==> src/rtl/lcvs_pkg.sv <==
// ----------------------------------------------------------------------------
// lcvs_pkg
// Shared types, codes and the factory image of the configuration variable
// store.
// ----------------------------------------------------------------------------
package lcvs_pkg;

    localparam int unsigned HIGHEST_NUMBER = 255;
    localparam int unsigned STORE_DEPTH    = 256;
    localparam int unsigned ADDR_W         = 8;
    localparam int unsigned CV_W           = 10;
    localparam int unsigned DATA_W         = 8;
    localparam int unsigned KIND_W         = 2;
    localparam int unsigned STATUS_W       = 2;

    localparam logic [KIND_W-1:0] KIND_READ      = 2'd0;
    localparam logic [KIND_W-1:0] KIND_WRITE     = 2'd1;
    localparam logic [KIND_W-1:0] KIND_WRITE_BIT = 2'd2;

    localparam logic [STATUS_W-1:0] ST_DONE    = 2'd0;
    localparam logic [STATUS_W-1:0] ST_LOCKED  = 2'd1;
    localparam logic [STATUS_W-1:0] ST_REFUSED = 2'd2;
    localparam logic [STATUS_W-1:0] ST_FACTORY = 2'd3;

    localparam logic [ADDR_W-1:0] LOCK_A      = 8'd15;
    localparam logic [ADDR_W-1:0] LOCK_B      = 8'd16;
    localparam logic [ADDR_W-1:0] RO_ENTRY    = 8'd7;
    localparam logic [ADDR_W-1:0] RESET_ENTRY = 8'd8;
    localparam logic [ADDR_W-1:0] LAST_ENTRY  = 8'd255;

    localparam logic [DATA_W-1:0] MAKER_CODE     = 8'h0D;
    localparam logic [DATA_W-1:0] ALT_RESET_CODE = 8'h08;

    typedef struct packed {
        logic [KIND_W-1:0] kind;
        logic [CV_W-1:0]   cv_number;
        logic [DATA_W-1:0] data;
    } req_t;

    typedef struct packed {
        logic                wr_en;
        logic                factory;
        logic [ADDR_W-1:0]   addr;
        logic [DATA_W-1:0]   value;
        logic [DATA_W-1:0]   read_data;
        logic [STATUS_W-1:0] status;
    } rmw_t;

    function automatic logic [DATA_W-1:0] factory_default(input logic [ADDR_W-1:0] idx);
        logic [DATA_W-1:0] val;
        unique case (idx)
            8'd1:    val = 8'd3;
            8'd5:    val = 8'hFF;
            8'd6:    val = 8'd127;
            8'd7:    val = 8'h03;
            8'd8:    val = MAKER_CODE;
            8'd17:   val = 8'd192;
            8'd29:   val = 8'h06;
            8'd34:   val = 8'h06;
            8'd36:   val = 8'h01;
            8'd37:   val = 8'hFF;
            8'd47:   val = 8'hCA;
            8'd56:   val = 8'h04;
            8'd58:   val = 8'h7F;
            8'd59:   val = 8'h03;
            8'd67:   val = 8'd9;
            8'd68:   val = 8'd18;
            8'd69:   val = 8'd27;
            8'd70:   val = 8'd36;
            8'd71:   val = 8'd46;
            8'd72:   val = 8'd55;
            8'd73:   val = 8'd64;
            8'd74:   val = 8'd73;
            8'd75:   val = 8'd82;
            8'd76:   val = 8'd91;
            8'd77:   val = 8'd100;
            8'd78:   val = 8'd109;
            8'd79:   val = 8'd118;
            8'd80:   val = 8'd128;
            8'd81:   val = 8'd137;
            8'd82:   val = 8'd146;
            8'd83:   val = 8'd155;
            8'd84:   val = 8'd164;
            8'd85:   val = 8'd173;
            8'd86:   val = 8'd182;
            8'd87:   val = 8'd191;
            8'd88:   val = 8'd200;
            8'd89:   val = 8'd209;
            8'd90:   val = 8'd219;
            8'd91:   val = 8'd228;
            8'd92:   val = 8'd237;
            8'd93:   val = 8'd246;
            8'd94:   val = 8'd255;
            default: val = 8'd0;
        endcase
        return val;
    endfunction

    // Entries that a factory restore returns to their defaults.
    function automatic logic [STORE_DEPTH-1:0] restore_mask();
        logic [STORE_DEPTH-1:0] m;
        m = '0;
        for (int unsigned i = 0; i < STORE_DEPTH; i++) begin
            m[i] = (i == 0) || ((i < STORE_DEPTH - 1) && (i < HIGHEST_NUMBER));
        end
        return m;
    endfunction

endpackage

==> src/rtl/lcvs_if.sv <==
// ----------------------------------------------------------------------------
// lcvs_req_if / lcvs_rsp_if
// Valid/ready channels for request words and result words.
// ----------------------------------------------------------------------------
interface lcvs_req_if;
    import lcvs_pkg::*;

    logic              valid;
    logic              ready;
    logic [KIND_W-1:0] kind;
    logic [CV_W-1:0]   cv_number;
    logic [DATA_W-1:0] data;

    modport source (output valid, output kind, output cv_number, output data, input ready);
    modport sink (input valid, input kind, input cv_number, input data, output ready);
endinterface

interface lcvs_rsp_if;
    import lcvs_pkg::*;

    logic                valid;
    logic                ready;
    logic [DATA_W-1:0]   read_data;
    logic [STATUS_W-1:0] status;

    modport source (output valid, output read_data, output status, input ready);
    modport sink (input valid, input read_data, input status, output ready);
endinterface

==> src/rtl/lcvs_ram.sv <==
// ----------------------------------------------------------------------------
// lcvs_ram
// Generic single-port-write, single-port-read RAM with registered read data.
// ----------------------------------------------------------------------------
module lcvs_ram #(
    parameter int unsigned WIDTH = 8,
    parameter int unsigned DEPTH = 256
) (
    input  logic                     clk,
    input  logic                     we,
    input  logic [$clog2(DEPTH)-1:0] waddr,
    input  logic [WIDTH-1:0]         wdata,
    input  logic [$clog2(DEPTH)-1:0] raddr,
    output logic [WIDTH-1:0]         rdata
);

    logic [WIDTH-1:0] mem [DEPTH];

    always_ff @(posedge clk)
    begin
        if (we)
        begin
            mem[waddr] <= wdata;
        end
        rdata <= mem[raddr];
    end

endmodule

==> src/rtl/lcvs_rmw_unit.sv <==
// ----------------------------------------------------------------------------
// lcvs_rmw_unit
// Read-modify-write unit: merges a bit or byte into the fetched entry and
// applies the range, lock, read-only and factory-reset rules.
// ----------------------------------------------------------------------------
module lcvs_rmw_unit (
    input  lcvs_pkg::req_t                  req,
    input  logic [lcvs_pkg::DATA_W-1:0]     ram_rdata,
    input  logic                            entry_valid,
    input  logic [lcvs_pkg::DATA_W-1:0]     lock_a,
    input  logic [lcvs_pkg::DATA_W-1:0]     lock_b,
    output lcvs_pkg::rmw_t                  res
);
    import lcvs_pkg::*;

    logic              in_range;
    logic [ADDR_W-1:0] idx;
    logic [DATA_W-1:0] stored;
    logic [DATA_W-1:0] cur;
    logic [DATA_W-1:0] mask;
    logic [DATA_W-1:0] merged;
    logic [DATA_W-1:0] value;
    logic              is_write;
    logic              locked;

    always_comb
    begin
        in_range = req.cv_number <= CV_W'(HIGHEST_NUMBER);
        idx      = req.cv_number[ADDR_W-1:0];
        stored   = entry_valid ? ram_rdata : factory_default(idx);
        cur      = in_range ? stored : '0;
        mask     = 8'b1 << req.data[2:0];
        merged   = req.data[3] ? (cur | mask) : (cur & ~mask);
        value    = (req.kind == KIND_WRITE) ? req.data : merged;
        is_write = (req.kind == KIND_WRITE) || (req.kind == KIND_WRITE_BIT);
        locked   = (idx != LOCK_A) && (idx != LOCK_B) && (lock_a != lock_b);

        res.wr_en     = 1'b0;
        res.factory   = 1'b0;
        res.addr      = idx;
        res.value     = value;
        res.read_data = cur;
        res.status    = in_range ? ST_DONE : ST_REFUSED;

        if (is_write && in_range)
        begin
            priority if (locked)
            begin
                res.status = ST_LOCKED;
            end
            else if (idx == RO_ENTRY)
            begin
                res.status = ST_REFUSED;
            end
            else if (idx == RESET_ENTRY)
            begin
                if ((value == MAKER_CODE) || (value == ALT_RESET_CODE))
                begin
                    res.factory   = 1'b1;
                    res.status    = ST_FACTORY;
                    res.read_data = factory_default(RESET_ENTRY);
                end
                else
                begin
                    res.status = ST_REFUSED;
                end
            end
            else
            begin
                res.wr_en     = 1'b1;
                res.read_data = value;
            end
        end
    end

endmodule

==> src/rtl/locked_config_variable_store_core.sv <==
// ----------------------------------------------------------------------------
// locked_config_variable_store_core
// Locked 256-entry configuration variable store with read, byte-write and
// bit-write requests.
// ----------------------------------------------------------------------------
// The req channel carries one request word (kind, cv_number, data); the rsp
// channel returns one result word (read_data, status) for each request.
// A request is taken in the idle state, the entry is fetched from the RAM
// in the next cycle, and in the lookup cycle the read-modify-write unit
// decides the outcome, writes the RAM and loads the result register.
// A request moves from the idle state to the lookup state, and the result
// is registered when the lookup finishes; no request is taken meanwhile.
// A new request can be accepted while a result still waits in the output
// register. If the receiver stalls, the block holds in its lookup cycle
// until the result register is free, with the RAM address kept steady.
// Reset clears the per-entry valid bits so that every entry reads its
// factory default, with entry zero cleared; a factory restore clears those
// of entries 0 to 254 together and keeps entry 255. No clearing pass runs.
// ----------------------------------------------------------------------------
module locked_config_variable_store_core (
    input  logic             clk,
    input  logic             rst_n,
    lcvs_req_if.sink         req,
    lcvs_rsp_if.source       rsp
);
    import lcvs_pkg::*;

    typedef enum logic {S_IDLE, S_LOOKUP} state_t;

    localparam logic [STORE_DEPTH-1:0] RESTORE_MASK = restore_mask();

    state_t                 state_reg, state_next;
    req_t                   item_reg, item_next;
    logic [STORE_DEPTH-1:0] valid_reg, valid_next;
    logic [DATA_W-1:0]      lock_a_reg, lock_a_next;
    logic [DATA_W-1:0]      lock_b_reg, lock_b_next;
    logic                   out_valid_reg, out_valid_next;
    logic [DATA_W-1:0]      out_data_reg, out_data_next;
    logic [STATUS_W-1:0]    out_status_reg, out_status_next;

    logic                   accept;
    logic                   finish;
    logic [ADDR_W-1:0]      raddr;
    logic [DATA_W-1:0]      ram_rdata;
    logic                   ram_we;
    rmw_t                   rmw;

    assign req.ready     = (state_reg == S_IDLE);
    assign accept        = req.valid && req.ready;
    assign finish        = (state_reg == S_LOOKUP) && (!out_valid_reg || rsp.ready);
    assign raddr         = accept ? req.cv_number[ADDR_W-1:0] : item_reg.cv_number[ADDR_W-1:0];
    assign ram_we        = finish && rmw.wr_en;
    assign rsp.valid     = out_valid_reg;
    assign rsp.read_data = out_data_reg;
    assign rsp.status    = out_status_reg;

    lcvs_ram #(
        .WIDTH (DATA_W),
        .DEPTH (STORE_DEPTH)
    ) u_ram (
        .clk   (clk),
        .we    (ram_we),
        .waddr (rmw.addr),
        .wdata (rmw.value),
        .raddr (raddr),
        .rdata (ram_rdata)
    );

    lcvs_rmw_unit u_rmw (
        .req         (item_reg),
        .ram_rdata   (ram_rdata),
        .entry_valid (valid_reg[item_reg.cv_number[ADDR_W-1:0]]),
        .lock_a      (lock_a_reg),
        .lock_b      (lock_b_reg),
        .res         (rmw)
    );

    always_comb
    begin
        state_next      = state_reg;
        item_next       = item_reg;
        valid_next      = valid_reg;
        lock_a_next     = lock_a_reg;
        lock_b_next     = lock_b_reg;
        out_valid_next  = out_valid_reg && !rsp.ready;
        out_data_next   = out_data_reg;
        out_status_next = out_status_reg;

        unique case (state_reg)
            S_IDLE:
            begin
                if (accept)
                begin
                    item_next.kind      = req.kind;
                    item_next.cv_number = req.cv_number;
                    item_next.data      = req.data;
                    state_next          = S_LOOKUP;
                end
            end
            S_LOOKUP:
            begin
                if (finish)
                begin
                    out_valid_next  = 1'b1;
                    out_data_next   = rmw.read_data;
                    out_status_next = rmw.status;
                    state_next      = S_IDLE;
                    if (rmw.factory)
                    begin
                        valid_next  = valid_reg & ~RESTORE_MASK;
                        lock_a_next = factory_default(LOCK_A);
                        lock_b_next = factory_default(LOCK_B);
                    end
                    if (rmw.wr_en)
                    begin
                        valid_next[rmw.addr] = 1'b1;
                        if (rmw.addr == LOCK_A)
                        begin
                            lock_a_next = rmw.value;
                        end
                        if (rmw.addr == LOCK_B)
                        begin
                            lock_b_next = rmw.value;
                        end
                    end
                end
            end
            default:
            begin
                state_next = S_IDLE;
            end
        endcase
    end

    always_ff @(posedge clk or negedge rst_n)
    begin
        if (!rst_n)
        begin
            state_reg      <= S_IDLE;
            item_reg       <= '0;
            valid_reg      <= '0;
            lock_a_reg     <= factory_default(LOCK_A);
            lock_b_reg     <= factory_default(LOCK_B);
            out_valid_reg  <= 1'b0;
            out_data_reg   <= '0;
            out_status_reg <= ST_DONE;
        end
        else
        begin
            state_reg      <= state_next;
            item_reg       <= item_next;
            valid_reg      <= valid_next;
            lock_a_reg     <= lock_a_next;
            lock_b_reg     <= lock_b_next;
            out_valid_reg  <= out_valid_next;
            out_data_reg   <= out_data_next;
            out_status_reg <= out_status_next;
        end
    end

    a_write_only_in_lookup: assert property (@(posedge clk) disable iff (!rst_n)
        ram_we |-> (state_reg == S_LOOKUP))
        else $error("RAM written outside the lookup cycle");

    a_finish_loads_result: assert property (@(posedge clk) disable iff (!rst_n)
        finish |=> out_valid_reg && (state_reg == S_IDLE))
        else $error("finished request did not load the result register");

    a_write_respects_lock: assert property (@(posedge clk) disable iff (!rst_n)
        ram_we |-> ((lock_a_reg == lock_b_reg) || (rmw.addr == LOCK_A)
                    || (rmw.addr == LOCK_B)))
        else $error("entry written while the store is locked");

    a_factory_clears_entry8: assert property (@(posedge clk) disable iff (!rst_n)
        (finish && rmw.factory) |=> !valid_reg[RESET_ENTRY])
        else $error("factory restore left entry 8 modified");

    a_lock_regs_cleared: assert property (@(posedge clk) disable iff (!rst_n)
        (finish && rmw.factory) |=> (lock_a_reg == lock_b_reg))
        else $error("factory restore left the store locked");

endmodule

==> src/flat_wrapper.sv <==
// flat-port wrapper written by rule: the top's interface ports become plain ports
module locked_config_variable_store_core_flat import lcvs_pkg::*;
  (clk, rst_n, req_valid, req_kind, req_cv_number, req_data, req_ready, rsp_valid, rsp_read_data, rsp_status, rsp_ready);
  lcvs_req_if req_i ();
  lcvs_rsp_if rsp_i ();
  input  logic clk;
  input  logic rst_n;
  input wire logic [$bits(req_i.valid)-1:0] req_valid;
  input wire logic [$bits(req_i.kind)-1:0] req_kind;
  input wire logic [$bits(req_i.cv_number)-1:0] req_cv_number;
  input wire logic [$bits(req_i.data)-1:0] req_data;
  output wire logic [$bits(req_i.ready)-1:0] req_ready;
  output wire logic [$bits(rsp_i.valid)-1:0] rsp_valid;
  output wire logic [$bits(rsp_i.read_data)-1:0] rsp_read_data;
  output wire logic [$bits(rsp_i.status)-1:0] rsp_status;
  input wire logic [$bits(rsp_i.ready)-1:0] rsp_ready;
  assign req_i.valid = req_valid;
  assign req_i.kind = req_kind;
  assign req_i.cv_number = req_cv_number;
  assign req_i.data = req_data;
  assign req_ready = req_i.ready;
  assign rsp_valid = rsp_i.valid;
  assign rsp_read_data = rsp_i.read_data;
  assign rsp_status = rsp_i.status;
  assign rsp_i.ready = rsp_ready;
  locked_config_variable_store_core u_core (.clk(clk), .rst_n(rst_n), .req(req_i), .rsp(rsp_i));
endmodule
==> config.mk <==
export PLATFORM = sky130hd
export DESIGN_NAME = locked_config_variable_store_core_flat
export DESIGN_NICKNAME = d
export VERILOG_FILES = /design/src/rtl/lcvs_pkg.sv /design/src/rtl/lcvs_if.sv /design/src/rtl/lcvs_ram.sv /design/src/rtl/lcvs_rmw_unit.sv /design/src/rtl/locked_config_variable_store_core.sv /design/src/flat_wrapper.sv
export SDC_FILE = /design/constraint.sdc
export NUM_CORES = 2
export LEC_CHECK = 0
export BUFFER_PORTS_ARGS = -buffer_cell sky130_fd_sc_hd__buf_2
export CELL_PAD_IN_SITES_DETAIL_PLACEMENT = 0
export CELL_PAD_IN_SITES_GLOBAL_PLACEMENT = 1
export CORE_MARGIN = 5
export CORE_UTILIZATION = 56
export DETAILED_ROUTE_END_ITERATION = 10
export GPL_TIMING_DRIVEN = 0
export PLACE_DENSITY_LB_ADDON = 0.1
export SLEW_MARGIN = 20
export SYNTH_ARGS = -nofsm -noshare
export SYNTH_HDL_FRONTEND = slang
export SYNTH_HIERARCHICAL = 1
export SYNTH_SLANG_ARGS = --single-unit
==> constraint.sdc <==
create_clock -name clk -period 12.9 [get_ports clk]
set_input_delay 1.29 -clock clk [delete_from_list [all_inputs] [get_ports clk]]
set_output_delay 1.29 -clock clk [all_outputs]
set_load 0.05 [all_outputs]
[Word-level counts from Yosys, hierarchy flattened]
Memory sizes are Yosys's and may differ from the RTL's. A register that Yosys moved wholly into a read port is not among the register bits.
Cells that the tools add are included.
Storage, ports and cells
  word-level logic and storage cells: 90
  ROM bits: 1024
  input port bits: 24
  memories kept: 2
  output and inout port bits: 12
  RAM bits: 2048
  flip-flop bits (word level): 304
Memory list
  u_core.u_ram.mem: depth 256, width 8, read ports 1, clocked after Yosys merged registers in 1, wr ports 1, RTL line lcvs_ram.sv:17  | logic [WIDTH-1:0] mem [DEPTH];
  (name not given): depth 128, width 8, read ports 1, clocked after Yosys merged registers in 0, wr ports 0, RTL line lcvs_pkg.sv:51  | unique case (idx)
Cells by class
  $lt $le $gt $ge: 3
  reductions and logical operators: 15
  bitwise gates (word level): 5
  equal/unequal tests: 11
  shift operators: 1
  mux-type cells: 43
Operators by type and width (count)
  256-bit two-way mux: 3
  256-bit OR: 1
  255-bit two-way mux: 1
  8-bit two-way mux: 16
  8-bit by 4-bit == test with 1-bit output (second input constant): 4
  2-bit two-way mux: 7
  1-bit two-way mux: 12
  10-bit by 8-bit less-or-equal comparator with 1-bit output (second input constant): 1
  10-bit two-way mux: 1
  8-bit by 9-bit less-than comparator with 1-bit output (second input constant): 1
  8-bit AND: 1
  1-bit binary-select mux with 8-bit select: 1
  1-bit demux with 8-bit select: 1
  8-bit by 3-bit == test with 1-bit output (second input constant): 1
  8-bit by 5-bit == test with 1-bit output (second input constant): 1
  8-bit by 1-bit greater-or-equal comparator with 1-bit output (second input constant): 1
  1-bit logical AND: 8
  8-bit by 4-bit inequality test with 1-bit output (second input constant): 1
  8-bit by 5-bit inequality test with 1-bit output (second input constant): 1
  8-bit inequality test: 1
  8-bit NOT: 1
  8-bit OR: 1
  1-bit by 3-bit left shift with 8-bit output (first input constant): 1
  2-bit AND reduction: 2
  other kinds (6): 9

[Longest topological paths before layout]
  depth after elaboration: 19
  mapped depth: 22
  depth with buffers taken out: 17

[By module]
Netlist, hierarchy kept.
Modules (own cells, without submodules)
  lcvs_ram: area an instance 79556.3 µm², cells an instance 3733, instances 1, seq. area each 61659.1 µm²
  locked_config_variable_store_core: area an instance 13225.2 µm², cells an instance 1048, instances 1, seq. area each 7607.3 µm²
  lcvs_rmw_unit: area an instance 1710.4 µm², cells an instance 256, instances 1, seq. area each 0.0 µm²

[Worst setup path after synthesis]
No wires, ideal clock.
  path kind: flip-flop to flip-flop
  start point: register u_core/item_reg[9] in the netlist's numbering
  end point: register u_core.lock_a_reg[7]
  setup time: 0.088 ns
  arrival: 11.048 ns
  data required time: 12.812 ns
  cell stages (with the launch flop): 21
  path buffers: 4
  clock period less this slack: 11.136 ns
  path slack: 1.764 ns
  cells stage by stage: dfrtp_1 -> buf_6 -> buf_1 -> mux4_2 -> a22oi_1 -> a21oi_1 -> or4_1 -> nand3b_1 -> nand4_1 -> nor3_1 -> and3_1 -> a221oi_2 -> o21ai_1 -> nor4_2 -> nand3_1 -> nor3_1 -> nand2_1 -> clkbuf_1 -> clkbuf_1 -> nand2_1 -> o21ai_0
RTL lines
  start, declared: RTL line locked_config_variable_store_core.sv:33  | req_t item_reg, item_next;
  start signal, assigned: RTL line locked_config_variable_store_core.sv:151  | item_reg <= item_next;
  end signal, assigned: RTL line locked_config_variable_store_core.sv:142  | lock_a_reg <= factory_default(LOCK_A);
  end signal, assigned: RTL line locked_config_variable_store_core.sv:153  | lock_a_reg <= lock_a_next;
  end, declared: RTL line locked_config_variable_store_core.sv:35  | logic [DATA_W-1:0] lock_a_reg, lock_a_next;

==> flow_summary_export.csv <==
group,metric,value,unit
clock_network,clk_pin_slew,0.06,ns
global_route,grtUsageMet3,9.09,%
place,place_ws,4.82,ns
synth,synthTopCellsByArea,"edfxtp_1, mux4_2, dfrtp_1",
clock_network,cts_root_buffer,"clkbuf_16",
final_layout,largest_reg_flops,2048,
run_status,status,"finished, final reports clean",
power,seq_power_share,36.9,%
job,maxCapViolCount,0,
drt,drc,0,
drt,num_vias,53925,
clock_network,cts_htree_levels,4,
timing,layout_min_cycle_time,8.04,ns
place,place.gp.congestion,0.940,
place,dp_hpwl,199000,µm
clock_network,cts_resized,0,
drt,firstDrtPassIters,6,
timing,fin_worst_skew,0.0366,ns
synth,synth-main-ff-cell,"edfxtp_1",
timing,fin_crit_sh,62.3,%
final_layout,syn_to_final_growth,12.8,%
die,dieWidth,421,µm
global_route,gr-total-overflow,0,
hold_path,hold_path.class,"in -> async",
drt,wire_per_inst,37.3,µm
global_route,grt_antenna_before_repair,6,
die,core_area,167000,µm²
clock_network,cts_tree,"yes",
clock_network,post-cts-setup-buffers,0,
global_route,gr-max-usage-layer,"met2",
timing,setup_viol,0,
timing,tightest_slew,1.29,ns
die,die_area,177000,µm²
synth,ys_types,89,
drt,drtIter0Drc,7957,
synth,synth-seq-cells,2360,
synth,netlist.top_cell.by_area,"edfxtp_1",
final_layout,fin_nets,5404,
synth,avgSynthCellArea,18.8,µm²
final_layout,finalInstanceArea,107000,µm²
final_layout,multi_input_area,23300,µm²
die,row_count,150,
final_layout,final-seq-area,69300,µm²
synth,synth_top_area_share,65.1,%
timing,fmax,124,MHz
synth,synth-edff-count,2048,
global_route,grt_pass1_vias,51672,
final_layout,fill_cells,11629,
clock_network,cts.sinks,2360,
power,clkPwrFrac,23.9,%
worst_setup_path,cp-end-kind,"flop",
synth,ys_seq_area_share,73.3,%
worst_setup_path,required,13.65,ns
timing,fin_ws,4.86,ns
timing,slew_viol_final,0,
synth,async_flop_share,12.9,%
power,peakVddDrop,0.000235,V
power,p_leak,35.5,nW
worst_setup_path,crit_arrival,8.79,ns
power,p_sw,10.3,mW
clock_network,cts.path.max_buffers,3,
die,initial_core_util,56.4,%
global_route,grt_max_degree,133,
clock_network,clk_latency,0.87,ns
drt,viasPerCell,6.92,
global_route,met1_usage,46.1,%
power,pwr_density_cell,256,nW/µm²
worst_setup_path,worstSetupPathType,"reg -> reg",
timing,hold_viol,0,
place,postPlaceCellArea,99200,µm²
clock_network,cts_buffers,231,
synth,synth_area,94500,µm²
synth,synthCells,5037,
drt,antenna_left,0,
timing,relSlewSlack,13.7,%
power,switching_share,37.9,%
final_layout,drive_gt1_share,21.6,%
clock_network,ctsHoldBuffers,0,
timing,grt_setup_unrepaired,"no",
place,io_buffer_count,35,
timing,holdWs,0.359,ns
power,pwr-share-comb,39.2,%
die,die_h,421,µm
synth,syn_nets,5069,
drt,drt-total-wl,291000,µm
worst_setup_path,start_kind,"flop",
power,cellInternalPower,16.9,mW
global_route,gr-usage-all-layers,33.0,%
global_route,use_met2,50.3,%
die,num_io_pins,36,
global_route,grt_first_pass_wirelength,403000,µm
worst_setup_path,cp_max_fo,13,
synth,yosys_warnings,6,
cell usage after synthesis (all sizes together), types with 9 or more instances:
library cell  count
o221ai           47
o211ai           12
nor2b            44
clkbuf          188
mux4            520
o21ai           102
a211oi           20
mux2i           141
a221oi           23
nand3            50
edfxtp         2048
nor4             33
nand2b           22
xnor2            10
nand2           194
o22ai            34
a22oi           149
a21oi           135
dfrtp           304
nand3b           11
buf             168
nor2            343
nor3b             9
inv              16
nand4            17
nor3             40
and2             11
a22o            201
mux2             32
critical path: stages, from the launching register on:
cell and delay (ns):
dfrtp_1 0.72, buf_2 0.52, buf_2 0.52, mux4_2 0.39
a22oi_1 0.15, a21oi_1 0.12, or4_1 0.60, nand3b_1 0.12
nand4_1 0.45, or3_1 0.55, a41oi_1 0.26, a221oi_1 0.23
o22ai_4 0.57, nand2_1 0.14, nor4_2 0.26, nand3_1 0.16
nor3_1 0.46, nand2_1 0.48, clkbuf_1 0.48, clkbuf_1 0.43
a21o_1 0.28
kinds of logic (layout without fill, tap and decap cells):
kind of cell               after synthesis  count (layout)  synth area share (%)
buffers and inverters                  373             904                  2.22
other                                    0              21                     0
AOI/OAI and AO/OA                      788             788                  6.08
adders and majority gates                8               8                 0.106
DFF                                   2360            2360                  73.3
muxes                                  693             693                  14.3
and+or+nand+nor                        805             805                  3.92
xor gates and xnor gates                10              10                0.0927
final cells by class:
| cell class | count | area share [%] |
|---|---|---|
| Sequential cell | 2360 | 65.0 |
| Multi-Input combinational cell | 2304 | 21.9 |
| Clock buffer | 308 | 5.83 |
| Tap cell | 2204 | 2.59 |
| Buffer | 356 | 1.95 |
| Timing Repair Buffer | 102 | 1.62 |
| Clock inverter | 121 | 1.02 |
| Inverter | 17 | 0.0810 |
| Antenna cell | 21 | 0.0493 |
power groups by stage:
| stage | Clock, mW | Sequential (mW) | Combinational (mW) |
|---|---|---|---|
| after floorplan | 0 | 10.6 | 5.27 |
| after global placement | 0 | 11.1 | 9.47 |
| after detailed placement | 0 | 10.2 | 10.4 |
| after CTS | 6.61 | 10.1 | 10.4 |
| after global routing | 6.94 | 10.1 | 10.9 |
| final | 6.53 | 10.1 | 10.7 |
cells in the final DEF (no fill, tap or decap), types with 12 or more instances in the layout:
cell type and instances:
nor2b_1 44, mux4_2 518, nor2_1 342, clkbuf_1 225, buf_1 19, clkbuf_2 30
a21oi_1 133, nand3_1 50, clkbuf_16 234, nor4_2 14, mux2i_1 141, buf_16 44
mux2_2 32, dfrtp_1 304, a22oi_1 149, buf_12 18, clkinv_1 50, nand2_1 193
inv_1 13, buf_4 43, edfxtp_1 2048, bufinv_16 15, o221ai_1 46, clkinv_2 39
a211oi_1 19, a22o_1 201, buf_8 15, buf_2 95, nand4_1 17, o211ai_1 12
o21ai_0 98, nor4_1 19, buf_6 34, a221oi_1 16, diode_2 21, o22ai_1 33
nand2b_1 22, nor3_1 33
metal layers:
metal | vias up | wire length [µm]
met5 | - | 11
met4 | 2 | 13200
met3 | 603 | 34900
met2 | 3523 | 134000
met1 | 28502 | 109000
li1 | 21295 | -
worst paths after layout:
check                                      start                    end  slack [ns]  cells after the start
max                           u_core/item_reg[8]   u_core/valid_reg[16]        4.86                     20
min in group clk           u_core/valid_reg[255]  u_core/valid_reg[255]        0.47                      1
max in group asynchronous                  rst_n     u_core/item_reg[5]       11.69                      2
max reg2reg                   u_core/item_reg[8]   u_core/valid_reg[16]        4.86                     20
min reg2reg                u_core/valid_reg[255]  u_core/valid_reg[255]        0.47                      1
min                                        rst_n  u_core/valid_reg[121]        0.36                      1
per-stage QoR:
step                      instances  power [mW]  TNS (ns)  util (%)
after global routing           7772        27.9         0      63.6
after CTS                      7771        27.1         0      63.6
final                          7793        27.3         0      63.7
after global placement         7276        20.5  -6384.22      58.2
after floorplan                5037        15.9         0         -
after detailed placement       7342        20.6         0      59.2
(Power assumes the default switching activity.)
